===== src/hw/rtl/seg_dly.sv =====
module seg_dly #(
    parameter int WIDTH = 8,
    parameter int DEPTH = 4
) (
    input  logic             clk,
    input  logic             rst_n,
    input  logic             in_valid,
    input  logic [WIDTH-1:0] in_data,
    output logic             out_valid,
    output logic [WIDTH-1:0] out_data
);

    logic             valid_reg [0:DEPTH-1];
    logic [WIDTH-1:0] data_reg  [0:DEPTH-1];

    always_ff @(posedge clk or negedge rst_n)
    begin
        if (!rst_n)
        begin
            for (int k = 0; k < DEPTH; k++)
            begin
                valid_reg[k] <= 1'b0;
            end
        end
        else
        begin
            valid_reg[0] <= in_valid;
            for (int k = 1; k < DEPTH; k++)
            begin
                valid_reg[k] <= valid_reg[k-1];
            end
        end
    end

    always_ff @(posedge clk)
    begin
        data_reg[0] <= in_data;
        for (int k = 1; k < DEPTH; k++)
        begin
            data_reg[k] <= data_reg[k-1];
        end
    end

    assign out_valid = valid_reg[DEPTH-1];
    assign out_data  = data_reg[DEPTH-1];

endmodule


===== config.mk =====
export PLATFORM = sky130hd
export DESIGN_NAME = seg_dly
export DESIGN_NICKNAME = d
export VERILOG_FILES = /design/src/hw/rtl/seg_dly.sv
export SDC_FILE = /design/constraint.sdc
export NUM_CORES = 1
export LEC_CHECK = 0
export ABC_AREA = 1
export BUFFER_PORTS_ARGS = -buffer_cell sky130_fd_sc_hd__buf_2
export CORE_MARGIN = 2
export CORE_UTILIZATION = 46
export CTS_CLUSTER_SIZE = 8
export DETAILED_ROUTE_END_ITERATION = 16
export PLACE_DENSITY = 0.71
export SKIP_CTS_REPAIR_TIMING = 1
export SLEW_MARGIN = 5
export SYNTH_ARGS = -nofsm -noshare
export SYNTH_HDL_FRONTEND = slang
export SYNTH_SLANG_ARGS = --single-unit
export TNS_END_PERCENT = 20

===== constraint.sdc =====
create_clock -name clk -period 0.9 [get_ports clk]
set_clock_uncertainty 0.2 [all_clocks]
set_input_delay 0.18 -clock clk [delete_from_list [all_inputs] [get_ports clk]]
set_output_delay 0.18 -clock clk [all_outputs]
set_load 0.02 [all_outputs]

; Yosys cells after proc, flatten, opt, wreduce, memory -nomap -nowiden
; Memories as Yosys holds them, arrays and structs flattened.
; Cells that the tools add are included.
[word_totals]
regBits = 4
mem_bits_rw = 32
input_bits = 11
elab_cells = 5
mem_count = 1
[memory_table]
columns = memory, depth, width, read_ports, rd_clocked_by_memory_dff, wr, line
row1 = data_reg, 4, 8, 4, 0, 4, 14  ; logic [WIDTH-1:0] data_reg [0:DEPTH-1];

; Logic depth before layout (Yosys ltp)
[depth]
word_depth = 0
depth_mapped = 0

; Least setup slack after synthesis
; Ideal clock, no wire load.
[synth_path]
kind = register to output
start = reg valid_reg (netlist bit out_valid)
end = out out_valid
arrival_time_ns = 0.416
t_required_ns = 0.520
path_slack_ns = 0.104
path_stages_with_launch = 1
path_buffers = 0
cell_sequence = dfrtp_1
[synth_lines]
columns = element, line
row1 = "start, declared", 13  ; logic valid_reg [0:DEPTH-1];
row2 = "start signal, assigned by index", 30  ; valid_reg[k] <= valid_reg[k-1];
row3 = "end, declared", 9  ; output logic out_valid,
; No word-level cell between the ends.

; Worst setup path after layout
[layout_path]
start = reg valid_reg (netlist bit out_valid)
end = out out_valid
; No word-level cell between the ends.

==> run metrics <==
Slew HR=0.9328; synthesized area=740.7 um2; Area Growth Syn to Fin=47.64%; largest cells by area after synthesis=dfxtp_1 86%, dfrtp_1 14%; Fin Hold WS=0.009228 ns; met1 usage=0.09626; DR WL/cell=10.65 um; clock slew at reported path FFs=0.10 ns; number of flip-flops in the largest register=32; CP max FO=1; status=finished, violations left; Syn Area/Cell=20.58 um2; Comb power frac=0.044; nets@finish=83; CTS max path bufs=2; Die ar.=1947 um2; # IOs=20; number of diodes=0; total CTS buffers=5; Die Span Y=44.13 um; crit-path leading delay family=flip-flops; routing usage on met2=0.1059; Switch Pwr=533.7 uW; switch share=0.1853; Int Power=2.346 mW; initial antenna violation count=0; First-pass DRT Iterations=3; clock sink count=36; final setup vio count=9; Seq/Total Area, Yosys=1.000; Max-Cap Viols=0; FF+latch count, synth=36; DRT iter0 DRCs=3; Port Buffers=19; Clock Latency Late Sink=0.32 ns; Synth top area share=0.8649; core area=1506 um2; Synth Net Count=47; Routed Antenna Nets=0; Max Clock Freq=0.8277 GHz; RSZ-0062 raised after global routing=true; critical path startpoint category=register; Buf/Inv on CP=1; Slowest-stage cell, CP=dfrtp_1; Total GRT Usage=0.09577; most common cell after layout, fill and taps aside=dfxtp_1; Pleak=0.4932 nW; fin crit share=1.342; Worst Setup End Kind=output port; Vias per Instance=3.876; number of global-route vias before repair=266; gr busiest metal=met4; CP Data Required Time=0.52 ns; total power divided by cell area=2633 nW/um2; die width=44.13 um; Multi-In Gates=0; Vias=345; CTS H-tree depth=2; Least-Margin Pin Slew=0.1008 ns; final hold violation count=0; hold crit path type=primary input to async pin; Syn. warnings=0; failing checks=negative setup slack; WS Path Type=register to output port; setup ws final=-0.3081 ns; Mapped Cells=36; Multi-input gate area=0 um2; CP Cell Sequence=buf_6; Distinct cells, synth=2; Reg power frac=0.593; drt drc=0; CP peak stage delay=0.39 ns; Max VDD drop=2.219 mV; final WL=948 um; layout cells sized above 1=0.4521; setup TNS=-2.310 ns; clock power share=0.363; worst path arrival time=0.83 ns; largest net degree at the start of global routing=12; total grt overflow=0; CTS Root Buffer Type=clkbuf_4; Global Route met3 Usage=0.07347; Power, Total=2.879 mW; most area-hungry cell type in the Yosys netlist=dfxtp_1; global-route wire length before repair=1097 um; CTS tree=yes; Finished Core Util=0.7259; Final GP Congestion=0.5690; # rows=14; commonest non-fill, non-tap cells in the layout=25 x dfxtp_1, 10 x dlygate4sd3_1, 10 x buf_2; fin. max-slew vios=0; Initial Util=0.4917; Final min period=1.208 ns; DP Worst Slack=0.03314 ns
==> Yosys cell counts <==
| library cell | instances |
|---|---|
| dfxtp_1 | 32 |
| dfrtp_1 | 4 |
==> through the flow <==
step	cells	cell area, um2
after floorplan	36	740.7
after global placement	71	855.8
after detailed placement	71	855.8
after CTS	79	932.1
after global routing	89	1094
final	89	1094
==> path summary, 6_finish.rpt <==
path                                 from        endpoint  slack [ns]  cells after the start
setup / recovery                out_valid       out_valid       -0.31                      1
hold / removal                      rst_n    valid_reg[2]       0.009                      2
setup reg to reg             valid_reg[2]    valid_reg[1]        0.21                      0
hold reg to reg            data_reg[2][5]  data_reg[3][5]        0.12                      0
max in group asynchronous           rst_n       out_valid        0.37                      2
min in group clk           data_reg[2][5]  data_reg[3][5]        0.12                      0
==> area by class of cell <==
class / instances / area [um2]
Clock buffer: 6 / 41.29
Timing Repair Buffer: 29 / 247.7
Tap cell: 16 / 20.02
Sequential cell: 36 / 749.5
Clock inverter: 2 / 35.03
Fill cell: 89 / 412.9
==> cell families (layout without fill, tap and decap cells) <==
family,Yosys count,in the layout,synth area share
buf+inv,0,37,0
flops,36,36,1.000
==> power groups by stage <==
stage | clock network (mW) | logic [mW] | registers [mW]
finish | 1.05 | 0.127 | 1.71
floorplan | 0 | 0 | 1.76
global placement | 0 | 0.0693 | 1.73
CTS | 1.07 | 0.0705 | 1.70
global route | 1.17 | 0.136 | 1.72
detailed placement | 0 | 0.0702 | 1.73
==> routing by layer <==
metal / part of all wire / vias to the layer above
li1: - / 182
met1: 0.35 / 142
met2: 0.55 / 21
met3: 0.094 / 0
met4: 0 / 0
met5: 0 / -
No activity file was read; power rests on OpenSTA's default activity.
