==> src/hw/rtl/seg_div.sv <==
module seg_div #(
    parameter int NUM_W = 36,
    parameter int DEN_W = 35,
    parameter int SHIFT = 17,
    parameter int QB    = 25,
    parameter int OUT_W = 24
) (
    input  logic                    clk,
    input  logic signed [NUM_W-1:0] num,
    input  logic signed [DEN_W-1:0] den,
    output logic signed [OUT_W-1:0] quo
);

    localparam int RA = NUM_W + SHIFT;
    localparam int RB = QB + DEN_W + 1;
    localparam int RW = (RA > RB) ? RA : RB;
    localparam logic [QB-1:0] HALF = QB'(1) << (OUT_W - 1);

    logic [NUM_W-1:0] nmag_a_reg;
    logic [DEN_W-1:0] dmag_a_reg;
    logic             neg_a_reg;

    logic [RW-1:0]    r_reg   [0:QB];
    logic [QB-1:0]    q_reg   [0:QB];
    logic [DEN_W-1:0] d_reg   [0:QB];
    logic             neg_reg [0:QB];
    logic             ovf_reg [0:QB];

    logic [RW-1:0]    r_init;
    logic [QB:0]      q_plus;
    logic [QB-1:0]    m_val;
    logic [QB-1:0]    res_next;
    logic [OUT_W-1:0] quo_reg;

    // Magnitudes and the sign of the quotient.
    always_ff @(posedge clk)
    begin
        nmag_a_reg <= num[NUM_W-1] ? NUM_W'(-num) : NUM_W'(num);
        dmag_a_reg <= den[DEN_W-1] ? DEN_W'(-den) : DEN_W'(den);
        neg_a_reg  <= num[NUM_W-1] ^ den[DEN_W-1];
    end

    // Scaled numerator and the check for a quotient too large for QB bits.
    assign r_init = RW'({nmag_a_reg, {SHIFT{1'b0}}});

    always_ff @(posedge clk)
    begin
        r_reg[0]   <= r_init;
        q_reg[0]   <= '0;
        d_reg[0]   <= dmag_a_reg;
        neg_reg[0] <= neg_a_reg;
        ovf_reg[0] <= (r_init >> QB) >= RW'(dmag_a_reg);
    end

    // One quotient bit per stage, most significant first.
    for (genvar j = 0; j < QB; j++)
    begin : g_bit
        localparam int I = QB - 1 - j;
        logic [DEN_W:0]  hi;
        logic            ge;
        logic [DEN_W:0]  diff;
        logic [RW-1:0]   r_next;

        always_comb
        begin
            hi     = r_reg[j][I +: DEN_W+1];
            ge     = hi >= {1'b0, d_reg[j]};
            diff   = hi - {1'b0, d_reg[j]};
            r_next = r_reg[j];
            if (ge)
            begin
                r_next[I +: DEN_W+1] = diff;
            end
        end

        always_ff @(posedge clk)
        begin
            r_reg[j+1]   <= r_next;
            q_reg[j+1]   <= {q_reg[j][QB-2:0], ge};
            d_reg[j+1]   <= d_reg[j];
            neg_reg[j+1] <= neg_reg[j];
            ovf_reg[j+1] <= ovf_reg[j];
        end
    end

    // Round half away from zero, saturate, then apply the sign.
    always_comb
    begin
        q_plus = {1'b0, q_reg[QB]} + (QB+1)'(1);
        m_val  = q_plus[QB:1];
        if (!neg_reg[QB])
        begin
            res_next = (ovf_reg[QB] || m_val > HALF - QB'(1)) ? HALF - QB'(1) : m_val;
        end
        else
        begin
            res_next = (ovf_reg[QB] || m_val > HALF) ? -HALF : -m_val;
        end
    end

    always_ff @(posedge clk)
    begin
        quo_reg <= res_next[OUT_W-1:0];
    end

    assign quo = $signed(quo_reg);

endmodule

==> config.mk <==
export PLATFORM = sky130hd
export DESIGN_NAME = seg_div
export DESIGN_NICKNAME = d
export VERILOG_FILES = /design/src/hw/rtl/seg_div.sv
export SDC_FILE = /design/constraint.sdc
export NUM_CORES = 2
export LEC_CHECK = 0
export BUFFER_PORTS_ARGS = -buffer_cell sky130_fd_sc_hd__buf_2
export CELL_PAD_IN_SITES_DETAIL_PLACEMENT = 0
export CELL_PAD_IN_SITES_GLOBAL_PLACEMENT = 2
export CORE_ASPECT_RATIO = 1.75
export CORE_MARGIN = 10
export CORE_UTILIZATION = 44
export CTS_CLUSTER_SIZE = 30
export DETAILED_ROUTE_END_ITERATION = 10
export MAX_ROUTING_LAYER = met4
export PLACE_DENSITY_LB_ADDON = 0.12
export SYNTH_ARGS = -nofsm -noshare
export SYNTH_HDL_FRONTEND = slang
export SYNTH_SLANG_ARGS = --single-unit
==> constraint.sdc <==
create_clock -name clk -period 5.4 [get_ports clk]
set_input_delay 1.08 -clock clk [delete_from_list [all_inputs] [get_ports clk]]
set_output_delay 1.08 -clock clk [all_outputs]
set_load 0.01 [all_outputs]
## Yosys cells after proc, flatten, opt, wreduce, memory -nomap -nowiden

Memories as Yosys holds them, arrays and structs flattened.
Index checks and enable logic that the tools add are counted.

| storage, ports and cells | value |
|---|---|
| register bits | 96 |
| memory bits (writable) | 3198 |
| input port bits | 72 |
| output and inout bits | 24 |
| word-level logic and storage cells | 101 |
| memories kept | 5 |

| operators by class | value |
|---|---|
| $add $sub $neg | 29 |
| magnitude comparators | 28 |
| mux-type cells | 30 |
| bitwise logic cells | 1 |
| reductions and logical operators | 2 |

Memory list:

| memory | depth | width | rd ports | clocked after memory_dff | write ports | RTL line | RTL |
|---|---|---|---|---|---|---|---|
| r_reg | 26 | 61 | 25 | 0 | 26 | 23 | `logic [RW-1:0] r_reg [0:QB];` |
| d_reg | 26 | 35 | 25 | 0 | 26 | 25 | `logic [DEN_W-1:0] d_reg [0:QB];` |
| q_reg | 26 | 25 | 26 | 0 | 26 | 24 | `logic [QB-1:0] q_reg [0:QB];` |
| neg_reg | 26 | 1 | 26 | 0 | 26 | 26 | `logic neg_reg [0:QB];` |
| ovf_reg | 26 | 1 | 26 | 0 | 26 | 27 | `logic ovf_reg [0:QB];` |

Operator list:

| cell | count |
|---|---|
| >= comparator 36 x 35 -> 1 bit | 25 |
| two-way mux 36 bit | 25 |
| subtractor 36 x 35 -> 36 bit | 25 |
| two-way mux 24 bit | 3 |
| negator 36 bit | 1 |
| >= comparator 28 x 35 -> 1 bit | 1 |
| two-way mux 35 bit | 1 |
| negator 35 bit | 1 |
| two-way mux 34 bit | 1 |
| adder 25 x 1 -> 26 bit (second input constant) | 1 |
| greater-than comparator 25 x 23 -> 1 bit (second input constant) | 1 |
| greater-than comparator 25 x 24 -> 1 bit (second input constant) | 1 |
| negator 24 bit | 1 |
| logical OR 1 bit | 2 |
| bitwise XOR 1 bit | 1 |

## Logic depth before layout (Yosys ltp)

An unclocked memory read counts as a cell.

| depth | value |
|---|---|
| depth in word-level cells | 6 |
| depth in mapped cells | 16 |
| gate-level depth less buffers | 15 |

## Worst setup path before layout

Ideal clock, no wire load.

| timing | value |
|---|---|
| path type | input port to flip-flop |
| from | input port num[3] |
| to | register nmag_a_reg[33] |
| library setup time | 0.072 ns |
| arrival | 3.830 ns |
| required time | 5.328 ns |
| setup slack | 1.498 ns |
| stages on the path | 8 |
| path buffers | 0 |
| cells stage by stage | or4_1 -> or2_1 -> nand2b_4 -> or3_4 -> or4_4 -> or4_4 -> o41ai_2 -> xnor2_1 |

| on the way | value |
|---|---|
| cells in the longest elaborated chain, start to end | 2 |

RTL lines:

| item | RTL line | RTL |
|---|---|---|
| start: declaration | 9 | `input logic signed [NUM_W-1:0] num,` |
| negator 36 bit | 38 | `nmag_a_reg <= num[NUM_W-1] ? NUM_W'(-num) : NUM_W'(num);` |
| two-way mux 35 bit | 38 |  |
| end signal: assignment | 38 |  |
| end: declaration | 19 | `logic [NUM_W-1:0] nmag_a_reg;` |

Every way passes these cells.
A chain may end at the register's enable or synchronous reset.

==> flow_metrics.env <==
export IMPL_hold_ws_ns=0.2668
export IMPL_slowest_delay_ns=0.67
export IMPL_total_power_uw=85820
export IMPL_io_buffers=95
export IMPL_syn_area_mm2=0.1032
export IMPL_crit_type="flip-flop to flip-flop"
export IMPL_use_met3_pct=2.607
export IMPL_htreeDepth=4
export IMPL_core_mm2=0.2338
export IMPL_drt_initial_drc_count=2629
export IMPL_end_kind="flip-flop"
export IMPL_worst_slew_pin_slew_ns=1.353
export IMPL_syn_inst=11180
export IMPL_yosysUniqueCellTypes=94
export IMPL_ys_seq_area_share_pct=43.68
export IMPL_ctsRootBufferMaster="clkbuf_16"
export IMPL_nets=12410
export IMPL_hold_viol=0
export IMPL_synth_compound_area_share_pct=18.25
export IMPL_hold_path_class="primary input to flip-flop"
export IMPL_critPathMaxFanout=57
export IMPL_synthXorXnorAreaFrac_pct=6.593
export IMPL_place_ws_ns=-0.5035
export IMPL_rows=235
export IMPL_largest_reg_flops=904
export IMPL_cts_buffers_inserted=219
export IMPL_min_from="num[0]"
export IMPL_drc_errors=0
export IMPL_placed_cells=14270
export IMPL_wirelength_um=334500
export IMPL_synth_simple_gate_area_share_pct=11.55
export IMPL_async_reset_ff_share_pct=0
export IMPL_area_delta_synth_final_pct=12.60
export IMPL_cp_num_cells=15
export IMPL_wl_per_cell_um=22.64
export IMPL_clk_latency_ns=0.93
export IMPL_status="finished clean"
export IMPL_synthAdderAreaFrac_pct=11.39
export IMPL_fin_area_mm2=0.1162
export IMPL_die_x_um=386.1
export IMPL_grt_overflow=0
export IMPL_cts_resized=7
export IMPL_place_area_mm2=0.1083
export IMPL_hold_buffers=0
export IMPL_synth_seq_cells=2252
export IMPL_yosys_top_cells_area="dfxtp_1 (44%), ha_1 (11%), a21oi_1 (4.4%)"
export IMPL_cts_tree="built"
export IMPL_synth_edf_count=0
export IMPL_grt_pass1_vias=85690
export IMPL_synthesis_nets=12180
export IMPL_yosysTopAreaCell="dfxtp_1"
export IMPL_critPathBufInv=3
export IMPL_timing_fmax_mhz=187.7
export IMPL_fin_cells=14780
export IMPL_grt_total_usage_pct=26.27
export IMPL_dr_pass1_iters=5
export IMPL_vias_per_cell=5.388
export IMPL_ios=96
export IMPL_num_vias=79620
export IMPL_hold_depth=1
export IMPL_path_delay_family="compound AO/OA/AOI/OAI gates"
export IMPL_synth_top_family_by_area="compound AO/OA/AOI/OAI gates"
export IMPL_grt_max_degree=68
export IMPL_synthMuxAreaShare_pct=3.434
export IMPL_dieHeight_um=660.7
export IMPL_crit_start="d_reg[2][41]$_DFF_P_"
export IMPL_drive_gt1_share_pct=9.017
export IMPL_r2r_cells=15
export IMPL_grt_use_met1_pct=13.49
export IMPL_ys_warn_count=0
export IMPL_cp_slowest_cell="dfxtp_1"
export IMPL_start_util_pct=44.15
export IMPL_use_met2_pct=56.01
export IMPL_clock_skew_ns=0.06946
export IMPL_ir_worst_vdd_uv=319.3
export IMPL_crit_arrival_ns=6.03
export IMPL_fin_crit_ns=5.327
export IMPL_worstPathRequired_ns=6.11
export IMPL_finalSetupViolCount=0
export IMPL_start_kind="flip-flop"
export IMPL_fin_crit_sh_pct=98.66
export IMPL_hpwl_um=279100
export IMPL_ant_nets=0
export IMPL_ys_flop_type="dfxtp_1"
export IMPL_place_congestion=1.019
export IMPL_maxCapViolCount=0
export IMPL_maxSlewHeadroom_pct=8.983
export IMPL_r2r_start="d_reg[2][41]$_DFF_P_"
export IMPL_slew_violations=0
export IMPL_clkTransAtPathRegs_ns=0.07
export IMPL_dieArea_mm2=0.2551
export IMPL_synth_area_per_cell_um2=9.232
export IMPL_timing_final_ws_setup_ns=0.07251
export IMPL_grt_first_pass_wirelength_um=485800
export IMPL_postCtsSetupRepairBufs=0
export IMPL_cts_sinks=2252
export IMPL_power_density_mw_per_mm2=738.4
export IMPL_cts_buffer_depth=4
export IMPL_p_leak_uw=0.05331
export IMPL_antenna_found_initial=19
export IMPL_synth_top_cell_area_share_pct=43.68
export IMPL_crit_chain="inv_1, ha_1, and2_1, o2111ai_1, a21oi_1, a211oi_1, buf_4, o211ai_1, and3_1, a41o_2, a311oi_1, o21ai_4, buf_12, nor2_1, a21oi_4"
export IMPL_top_usage_layer="met2"
[kinds of logic after synthesis]
kind of cell / after synthesis
AO/OA/AOI/OAI: 3015
AND/OR/NAND/NOR: 2497
flip-flops: 2252
buffers and inverters: 1396
adder cells (fa/ha/maj): 925
XOR/XNOR: 777
multiplexers: 318
[cell usage in the layout (no fill, tap or decap), types with 144 or more instances in the layout]
cell,Yosys,layout
o21a_1,144,144
nand2_1,753,751
ha_1,901,901
a21o_1,441,441
xor2_1,296,296
mux2_2,289,289
nand3_1,163,162
nor2_1,665,664
dfxtp_1,2252,2249
a21oi_1,911,902
buf_4,0,145
xnor2_1,481,481
o21ai_0,759,748
clkbuf_16,0,221
inv_1,1143,1143
[synth_stat cells, types with 92 or more instances]
cell,n
o21a_1,144
nor2_1,665
nand2b_1,132
o21ai_0,759
a21o_1,441
xnor2_1,481
nand3_1,163
dfxtp_1,2252
ha_1,901
clkbuf_1,221
nand2_1,753
nand4_1,137
inv_1,1143
a21oi_1,911
nor2b_1,142
xor2_1,296
nor3_1,144
o21bai_1,92
mux2_2,289
[layout make-up]
cell class              instances  area [um2]
clock buffers                 295        6279
diodes                        106       265.3
repair buffers                260        1959
flip-flops and latches       2252       45090
clock inverters               104        1334
fillers                     22330      117500
well taps                    3081        3855
multi-input cells            7532       53140
inverters                    1146        4302
[worst register-to-register path, delay by kind of cell (launching register included)]
kind / cells / cell delay (ns)
DFF: 1 / 0.67
buffers and inverters: 3 / 0.55
and+or+nand+nor: 3 / 1.11
AOI/OAI and AO/OA: 8 / 2.44
adders and majority gates: 1 / 0.39
[per-layer routing]
| metal | part of all wire [%] | vias up |
|---|---|---|
| met5 | 0 | - |
| met3 | 2.0 | 1179 |
| li1 | - | 39310 |
| met2 | 61 | 1445 |
| met4 | 15 | 0 |
| met1 | 23 | 37690 |
[through the flow]
stage	setup TNS (ns)	utilization (%)
3_3_place_gp	-3.761	46.32
4_1_cts	0	49.60
3_5_place_dp	-1.310	46.33
2_1_floorplan	0	-
5_1_grt	-0.08801	49.72
6_report	0	49.72
[where the power goes]
group          leakage (uW)  total [uW]  switching [uW]  internal, uW
sequential           0.0189       24900            2950         21900
clock               0.00375       16300            6850          9460
combinational        0.0306       44600           26200         18500
total                0.0533       85800           36000         49900
[path summary, 6_finish.rpt]
kind	slack [ns]	end
max	0.07	r_reg[1][130]$_DFF_P_
max reg2reg	0.07	r_reg[1][130]$_DFF_P_
min reg2reg	0.30	q_reg[1][158]$_DFF_P_
min	0.27	nmag_a_reg[0]$_DFF_P_
No activity file was read; power rests on OpenSTA's default activity.
